### src/hw/rtl/lrct_pkg.sv
// Package for the learned remote code table: item types, command and event
// codes, sequencer states and small helper functions.
// Depends on nothing; the core and the testbench import it.
package lrct_pkg;

  localparam int SLOTS      = 128;
  localparam int SLOT_W     = $clog2(SLOTS);
  localparam int CODE_W     = 32;
  localparam int TICKET_W   = 10;
  localparam int WINDOW_W   = 7;
  localparam int QUEUE_MOD  = 1000;
  localparam int WINDOW_MAX = 99;

  localparam logic [CODE_W-1:0] KEY_MASK = 32'hFFFF_FCFF;

  typedef logic [SLOT_W-1:0]   slot_t;
  typedef logic [TICKET_W-1:0] ticket_t;
  typedef logic [WINDOW_W-1:0] window_t;

  typedef enum logic [1:0] {
    FUNC_MATCH  = 2'd0,
    FUNC_LEARN  = 2'd1,
    FUNC_PRESET = 2'd2,
    FUNC_CLEAR  = 2'd3
  } func_t;

  typedef enum logic [1:0] {
    BTN_NONE   = 2'd0,
    BTN_P      = 2'd1,
    BTN_C      = 2'd2,
    BTN_REPEAT = 2'd3
  } button_t;

  typedef enum logic [3:0] {
    EV_NONE     = 4'd0,
    EV_PRESET_P = 4'd1,
    EV_PRESET_C = 4'd2,
    EV_CALL_P   = 4'd3,
    EV_CALL_C   = 4'd4,
    EV_REPEAT   = 4'd5,
    EV_LEARNED  = 4'd6,
    EV_KNOWN    = 4'd7,
    EV_FULL     = 4'd8,
    EV_CLEARED  = 4'd9
  } event_t;

  typedef enum logic [1:0] {
    ST_IDLE,
    ST_SCAN,
    ST_DRAIN,
    ST_RESULT
  } state_t;

  typedef struct packed {
    logic [1:0]        func;
    logic [CODE_W-1:0] code;
  } cmd_item_t;

  typedef struct packed {
    logic [3:0]          event_res;
    logic [WINDOW_W-1:0] window;
    logic [TICKET_W-1:0] ticket;
    logic                queue;
  } res_item_t;

  function automatic ticket_t step_count(input ticket_t c);
    if (c == ticket_t'(QUEUE_MOD - 1)) begin
      return '0;
    end
    return c + ticket_t'(1);
  endfunction

  function automatic window_t sat_window(input slot_t s);
    if (32'(s) > 32'(WINDOW_MAX)) begin
      return window_t'(WINDOW_MAX);
    end
    return window_t'(s);
  endfunction

  function automatic logic codes_match(input logic [CODE_W-1:0] entry,
                                       input logic [CODE_W-1:0] code);
    return (entry != '0) && (((entry ^ code) & KEY_MASK) == '0);
  endfunction

endpackage

### src/hw/rtl/lrct_ram.sv
// Generic single-port-write, single-port-read RAM with registered read data.
// Depends on nothing.
module lrct_ram #(
  parameter int WIDTH = 32,
  parameter int DEPTH = 128
) (
  input  logic                     clk,
  input  logic                     we,
  input  logic [$clog2(DEPTH)-1:0] waddr,
  input  logic [WIDTH-1:0]         wdata,
  input  logic [$clog2(DEPTH)-1:0] raddr,
  output logic [WIDTH-1:0]         rdata
);

  logic [WIDTH-1:0] mem [DEPTH];

  always_ff @(posedge clk) begin
    if (we) begin
      mem[waddr] <= wdata;
    end
    rdata <= mem[raddr];
  end

endmodule

### src/hw/rtl/learned_remote_code_table_core.sv
// Top level of the learned remote code table: sequencer, scan compare unit,
// queue counters and result register.
// Depends on lrct_pkg and lrct_ram.
//
// Commands arrive on the cmd channel (valid/ready) and each one produces
// exactly one item on the res channel (valid/ready). The preset code lives in
// a register; the call codes live in a RAM with one valid bit per slot.
// A match or learn command scans call slots 1 to SLOTS-1 through the single
// RAM read port, one slot per cycle, with one shared compare unit that
// records the first matching slot and the first empty slot. A new command is
// accepted only after the previous item is through ST_SCAN, ST_DRAIN and
// ST_RESULT. The result of a scan is registered in ST_RESULT, after the last
// slot has been compared in ST_DRAIN. Preset learn and clear need no scan:
// their command goes from ST_IDLE straight to ST_RESULT, where the result is
// registered. If the receiver stalls, the block holds the
// finished result and waits before applying the next one, so nothing is lost
// or repeated; cmd_ready stays low from acceptance until the result of that
// item has been registered.
// Reset empties every slot at once by clearing the valid bits, and clears
// the counters, recorded windows and last queue. No sweep is needed.
module learned_remote_code_table_core
  import lrct_pkg::*;
(
  input  logic      clk,
  input  logic      rst,
  input  logic      cmd_valid,
  output logic      cmd_ready,
  input  cmd_item_t cmd,
  output logic      res_valid,
  input  logic      res_ready,
  output res_item_t res
);

  state_t            state, state_next;
  logic [1:0]        func;
  logic [CODE_W-1:0] code;
  logic [CODE_W-1:0] preset_code;
  logic [SLOTS-1:0]  vld;
  slot_t             addr;
  logic              rd_vld;
  logic              rd_bit;
  slot_t             rd_slot;
  logic [CODE_W-1:0] rd_data;
  logic              found;
  slot_t             hit_slot;
  logic              empty_found;
  slot_t             empty_slot;
  ticket_t           count_p, count_c;
  window_t           window_p, window_c;
  logic              last_queue;

  logic              accept;
  logic              scan_rd;
  logic              fire;
  logic              last_addr;
  logic              entry_used;
  logic              entry_hit;

  res_item_t         res_next;
  logic              step_p, step_c;
  logic              set_win_p, set_win_c;
  logic              ram_we;
  logic              preset_we;
  logic              clear_all;
  button_t           button;

  assign button     = button_t'(code[9:8]);
  assign accept     = cmd_valid && cmd_ready;
  assign last_addr  = (addr == slot_t'(SLOTS - 1));
  assign entry_used = rd_bit && (rd_data != '0);
  assign entry_hit  = rd_bit && codes_match(rd_data, code);

  lrct_ram #(
    .WIDTH(CODE_W),
    .DEPTH(SLOTS)
  ) u_store (
    .clk  (clk),
    .we   (ram_we),
    .waddr(empty_slot),
    .wdata(code),
    .raddr(addr),
    .rdata(rd_data)
  );

  always_comb begin
    state_next = state;
    unique case (state)
      ST_IDLE: begin
        if (accept) begin
          if (cmd.func == FUNC_MATCH || cmd.func == FUNC_LEARN) begin
            state_next = ST_SCAN;
          end else begin
            state_next = ST_RESULT;
          end
        end
      end
      ST_SCAN: begin
        if (last_addr) begin
          state_next = ST_DRAIN;
        end
      end
      ST_DRAIN: begin
        state_next = ST_RESULT;
      end
      ST_RESULT: begin
        if (fire) begin
          state_next = ST_IDLE;
        end
      end
      default: state_next = ST_IDLE;
    endcase
  end

  always_comb begin
    cmd_ready = 1'b0;
    scan_rd   = 1'b0;
    fire      = 1'b0;
    unique case (state)
      ST_IDLE:   cmd_ready = 1'b1;
      ST_SCAN:   scan_rd   = 1'b1;
      ST_DRAIN:  ;
      ST_RESULT: fire      = !res_valid || res_ready;
      default:   ;
    endcase
  end

  always_comb begin
    res_next   = '0;
    step_p     = 1'b0;
    step_c     = 1'b0;
    set_win_p  = 1'b0;
    set_win_c  = 1'b0;
    ram_we     = 1'b0;
    preset_we  = 1'b0;
    clear_all  = 1'b0;
    unique case (func_t'(func))
      FUNC_MATCH: begin
        if (codes_match(preset_code, code)) begin
          case (button)
            BTN_P: begin
              step_p             = fire;
              res_next.event_res = EV_PRESET_P;
              res_next.ticket    = step_count(count_p);
            end
            BTN_C: begin
              step_c             = fire;
              res_next.event_res = EV_PRESET_C;
              res_next.ticket    = step_count(count_c);
              res_next.queue     = 1'b1;
            end
            default: ;
          endcase
        end else if (found) begin
          case (button)
            BTN_P: begin
              step_p             = fire;
              set_win_p          = fire;
              res_next.event_res = EV_CALL_P;
              res_next.window    = sat_window(hit_slot);
              res_next.ticket    = step_count(count_p);
            end
            BTN_C: begin
              step_c             = fire;
              set_win_c          = fire;
              res_next.event_res = EV_CALL_C;
              res_next.window    = sat_window(hit_slot);
              res_next.ticket    = step_count(count_c);
              res_next.queue     = 1'b1;
            end
            BTN_REPEAT: begin
              res_next.event_res = EV_REPEAT;
              res_next.queue     = last_queue;
              res_next.ticket    = last_queue ? count_c : count_p;
              res_next.window    = last_queue ? window_c : window_p;
            end
            default: ;
          endcase
        end
      end
      FUNC_LEARN: begin
        if (code != '0) begin
          if (found) begin
            res_next.event_res = EV_KNOWN;
            res_next.window    = sat_window(hit_slot);
          end else if (empty_found) begin
            ram_we             = fire;
            res_next.event_res = EV_LEARNED;
            res_next.window    = sat_window(empty_slot);
          end else begin
            res_next.event_res = EV_FULL;
          end
        end
      end
      FUNC_PRESET: begin
        preset_we          = fire;
        res_next.event_res = EV_LEARNED;
      end
      FUNC_CLEAR: begin
        clear_all          = fire;
        res_next.event_res = EV_CLEARED;
      end
      default: ;
    endcase
  end

  always_ff @(posedge clk) begin
    if (rst) begin
      state       <= ST_IDLE;
      res_valid   <= 1'b0;
      rd_vld      <= 1'b0;
      found       <= 1'b0;
      empty_found <= 1'b0;
      vld         <= '0;
      preset_code <= '0;
      count_p     <= '0;
      count_c     <= '0;
      window_p    <= '0;
      window_c    <= '0;
      last_queue  <= 1'b0;
    end else begin
      state  <= state_next;
      rd_vld <= scan_rd;
      if (accept) begin
        found       <= 1'b0;
        empty_found <= 1'b0;
      end else if (rd_vld) begin
        if (entry_hit && !found) begin
          found <= 1'b1;
        end
        if (!entry_used && !empty_found) begin
          empty_found <= 1'b1;
        end
      end
      if (fire) begin
        res_valid <= 1'b1;
      end else if (res_ready) begin
        res_valid <= 1'b0;
      end
      if (step_p) begin
        count_p <= step_count(count_p);
      end
      if (step_c) begin
        count_c <= step_count(count_c);
      end
      if (set_win_p) begin
        window_p   <= sat_window(hit_slot);
        last_queue <= 1'b0;
      end
      if (set_win_c) begin
        window_c   <= sat_window(hit_slot);
        last_queue <= 1'b1;
      end
      if (preset_we) begin
        preset_code <= code;
      end
      if (clear_all) begin
        vld <= '0;
      end else if (ram_we) begin
        vld[empty_slot] <= 1'b1;
      end
    end
  end

  always_ff @(posedge clk) begin
    if (accept) begin
      func <= cmd.func;
      code <= cmd.code;
      addr <= slot_t'(1);
    end else if (scan_rd && !last_addr) begin
      addr <= addr + slot_t'(1);
    end
    rd_bit  <= vld[addr];
    rd_slot <= addr;
    if (rd_vld) begin
      if (entry_hit && !found) begin
        hit_slot <= rd_slot;
      end
      if (!entry_used && !empty_found) begin
        empty_slot <= rd_slot;
      end
    end
    if (fire) begin
      res <= res_next;
    end
  end

  a_accept_leaves_idle: assert property (@(posedge clk) disable iff (rst)
    accept |=> (state != ST_IDLE))
    else $error("sequencer stayed idle after accepting an item");

  a_scan_addr_range: assert property (@(posedge clk) disable iff (rst)
    (state == ST_SCAN) |-> (addr != '0))
    else $error("scan address reached the preset slot");

  a_res_window_range: assert property (@(posedge clk) disable iff (rst)
    res_valid |-> (32'(res.window) <= 32'(WINDOW_MAX)))
    else $error("result window above saturation limit");

  a_res_ticket_range: assert property (@(posedge clk) disable iff (rst)
    res_valid |-> (32'(res.ticket) < 32'(QUEUE_MOD)))
    else $error("result ticket outside queue range");

  a_fire_sets_valid: assert property (@(posedge clk) disable iff (rst)
    fire |=> res_valid)
    else $error("finished result not presented");

endmodule

### config.mk
export PLATFORM = sky130hd
export DESIGN_NAME = learned_remote_code_table_core
export DESIGN_NICKNAME = d
export VERILOG_FILES = /design/src/hw/rtl/lrct_pkg.sv /design/src/hw/rtl/lrct_ram.sv /design/src/hw/rtl/learned_remote_code_table_core.sv
export SDC_FILE = /design/constraint.sdc
export NUM_CORES = 2
export LEC_CHECK = 0
export BUFFER_PORTS_ARGS = -buffer_cell sky130_fd_sc_hd__buf_4
export CORE_ASPECT_RATIO = 1.25
export CORE_MARGIN = 3
export CORE_UTILIZATION = 45
export DETAILED_ROUTE_END_ITERATION = 8
export HOLD_SLACK_MARGIN = 0.06
export PLACE_DENSITY = 0.68
export SKIP_CTS_REPAIR_TIMING = 1
export SLEW_MARGIN = 5
export SYNTH_ARGS = -nofsm -noshare
export SYNTH_HDL_FRONTEND = slang
export SYNTH_SLANG_ARGS = --single-unit
### constraint.sdc
create_clock -name clk -period 8 [get_ports clk]
set_clock_uncertainty 0.2 [all_clocks]
set_input_delay 0.8 -clock clk [delete_from_list [all_inputs] [get_ports clk]]
set_output_delay 0.8 -clock clk [all_outputs]
set_load 0.005 [all_outputs]
==> flow_summary.json <==
{
  "grt_pass1_wl_um": 731000,
  "crit_type": "reg2reg",
  "critPathLaunchType": "flip-flop",
  "overflow": 0,
  "min_period_over_period_pct": 65.8,
  "powerDensity_mw_per_mm2": 319,
  "synth_enable_flop_cells": 4166,
  "dieHeight_um": 694,
  "hold_path_end": "addr[6]",
  "synthFlopType": "edfxtp_1",
  "cts_buffers": 407,
  "die_area_mm2": 0.386,
  "initial_utilization_pct": 45.2,
  "final_nets": 8866,
  "holdPathStages": 3,
  "seq_area_frac_synth_pct": 76.3,
  "core_mm2": 0.377,
  "num_vias": 92246,
  "rr_worst_depth": 8,
  "area_delta_synth_final_pct": 12.5,
  "yosys.area.top_type": "edfxtp_1",
  "drive_gt1_share_pct": 22.2,
  "critPathMaxStageDelay_ns": 1.14,
  "clock_sinks": 4414,
  "setup_viol": 0,
  "final_max_slew_viol_count": 6,
  "fmax_mhz": 190,
  "fin_cells": 14127,
  "crit_buf_inv": 3,
  "async_flop_share_pct": 0,
  "ys_ff_latch": 4414,
  "critPathArrivalTime_ns": 5.84,
  "end_kind": "flip-flop",
  "ys_top_cells_by_area": "edfxtp_1 (73%), mux4_2 (10%), mux2i_1 (3.1%), dfxtp_1 (2.9%), a21oi_1 (0.80%)",
  "crit_chain": "buf_4 -> buf_4 -> buf_4 -> mux4_2 -> mux2i_1 -> o22ai_1 -> nor3_1 -> a22oi_1",
  "insertion_delay_ns": 0.98,
  "core.rowCount": 252,
  "grt_pass1_vias": 88660,
  "violations": "max-capacitance violations, max-slew violations",
  "peakVddDrop_uv": 207,
  "grt_max_degree": 133,
  "rrSetupSlack_ns": 2.74,
  "power_leakage_nw": 60.2,
  "syn_nets": 8555,
  "cp_slowest_cell": "nor3_1",
  "cts_tree": "done",
  "finalHoldViolCount": 0,
  "cts-htree-levels": 5,
  "worstHoldStart": "cmd_valid",
  "gp_congestion": 1.02,
  "clk_pin_slew_ns": 0.07,
  "setup_tns_ns": 0,
  "outcome": "finished, violations left",
  "root_buffer": "clkbuf_16",
  "slew_headroom_pct": -13.7,
  "synth_area_per_cell_um2": 20.1,
  "synth.top_cell.area_share_pct": 73.4,
  "worstMarginPinSlew_ns": 1.69,
  "post-place-ws_ns": 2.96,
  "rsz0062_at_grt": "false",
  "rr_startpoint": "addr[1]",
  "wire_per_inst_um": 37.7,
  "rr_endpoint": "u_store.rdata[5]",
  "firstDrtPassIters": 9,
  "final_cell_area_mm2": 0.192,
  "drt_iter0_markers": 14875,
  "layout_commonest_cell": "edfxtp_1",
  "port-buffer-count": 61,
  "antenna_left": 0,
  "dpl_cell_area_mm2": 0.178,
  "fin_crit_ns": 5.26,
  "hp-class": "in2reg",
  "io_pins": 62,
  "cpMostUsedCell": "buf_4",
  "cts_buffer_depth": 4,
  "netlist_instances": 8505,
  "yosys_warnings": 0,
  "hold_slack_ns": 0.0726,
  "max-cap-violations": 3,
  "timing.final.ws_setup_ns": 2.74,
  "wirelength_um": 533000,
  "antenna_found_initial": 47,
  "dp.final_hpwl_um": 326000,
  "path_delay_family": "buffers and inverters",
  "final_cell_mix": "edfxtp_1 (4166), mux4_2 (773), mux2i_1 (524), clkbuf_16 (413), buf_4 (361)",
  "crit_fanout": 32,
  "yosysUniqueCellTypes": 94,
  "fp.dieW_um": 557,
  "vias_per_cell": 6.53,
  "required_ns": 8.58,
  "placed_cells": 13322,
  "cp_num_cells": 8,
  "synth_area_mm2": 0.171,
  "grt_util_all_layers_pct": 27.2,
  "drc": 0
}
-- layer usage --
metal	share of wire, %	vias to the layer above	track usage (%)
li1	-	35984	-
met1	34	48222	34.5
met2	45	6645	40.4
met3	13	1371	8.48
met4	8.2	24	18.0
met5	0.029	-	0.0251
-- tightest hold or removal path: stages --
cell and delay, ns:
buf_4 0.08, and2_4 0.25, a21oi_1 0.05
-- state kept, by name (all words and copies together) (netlist names) --
register and flops:
count_p 10, rd_bit 1, count_c 10, rd_slot 7, addr 7, res 22, code 32, u_store.rdata 32
vld 128, window_c 7, hit_slot 7, found 1, u_store.mem 4096, res_valid 1, empty_slot 7, window_p 7
preset_code 32, state 2, func 2, last_queue 1, rd_vld 1, empty_found 1
-- area by class of cell --
class,instances,area (um^2)
well taps,4953,6200
multi-input cells,3534,38200
inverters,27,106
diodes,30,75.1
clock inverters,221,2450
flip-flops and latches,4414,130000
clock buffers,516,11000
fillers,29195,185000
repair buffers,432,3760
-- where the power goes --
part	internal, W	switching (W)	total [W]
registers	0.0264	0.000391	0.0268
logic	0.00464	0.00989	0.0145
clock network	0.0113	0.00850	0.0198
-- cell families (layout without fill, tap and decap cells) --
| logic type | Yosys count | count (layout) | share of synthesized area, % |
|---|---|---|---|
| AOI/OAI and AO/OA | 1252 | 1252 | 5.07 |
| xor gates and xnor gates | 80 | 80 | 0.411 |
| adders and majority gates | 12 | 12 | 0.0880 |
| buffers and inverters | 557 | 1196 | 1.98 |
| DFF | 4414 | 4414 | 76.3 |
| muxes | 1370 | 1370 | 13.9 |
| other | 0 | 30 | 0 |
| and+or+nand+nor | 820 | 820 | 2.27 |
-- synth_stat cells (59+ instances only) --
library cell	number
a211oi_1	120
a21oi_1	274
a221oi_1	75
a22oi_1	130
buf_2	180
clkbuf_1	193
dfxtp_1	248
edfxtp_1	4166
mux2i_1	524
mux4_2	773
nand2_1	316
nor2_1	167
nor3_1	100
o21a_1	68
o21ai_0	149
o221ai_1	86
o22ai_1	117
xor2_1	59
-- metrics by stage --
stage / utilization [%] / power (W)
after floorplan: - / 0.0354
after global placement: 47.2 / 0.0412
after detailed placement: 47.2 / 0.0414
after CTS: 50.7 / 0.0609
after global routing: 50.9 / 0.0624
final: 50.9 / 0.0612
-- worst max path at each step --
stage,startpoint,to,slack [ns]
floorplan,code[8],u_store.mem[16][0],1.45
global placement,addr[1],u_store.rdata[17],2.26
detailed placement,addr[1],u_store.rdata[5],2.96
CTS,addr[1],u_store.rdata[5],2.96
global route,addr[1],u_store.rdata[5],2.83
finish,addr[1],u_store.rdata[5],2.74
Power figures use the tool's default switching activity.
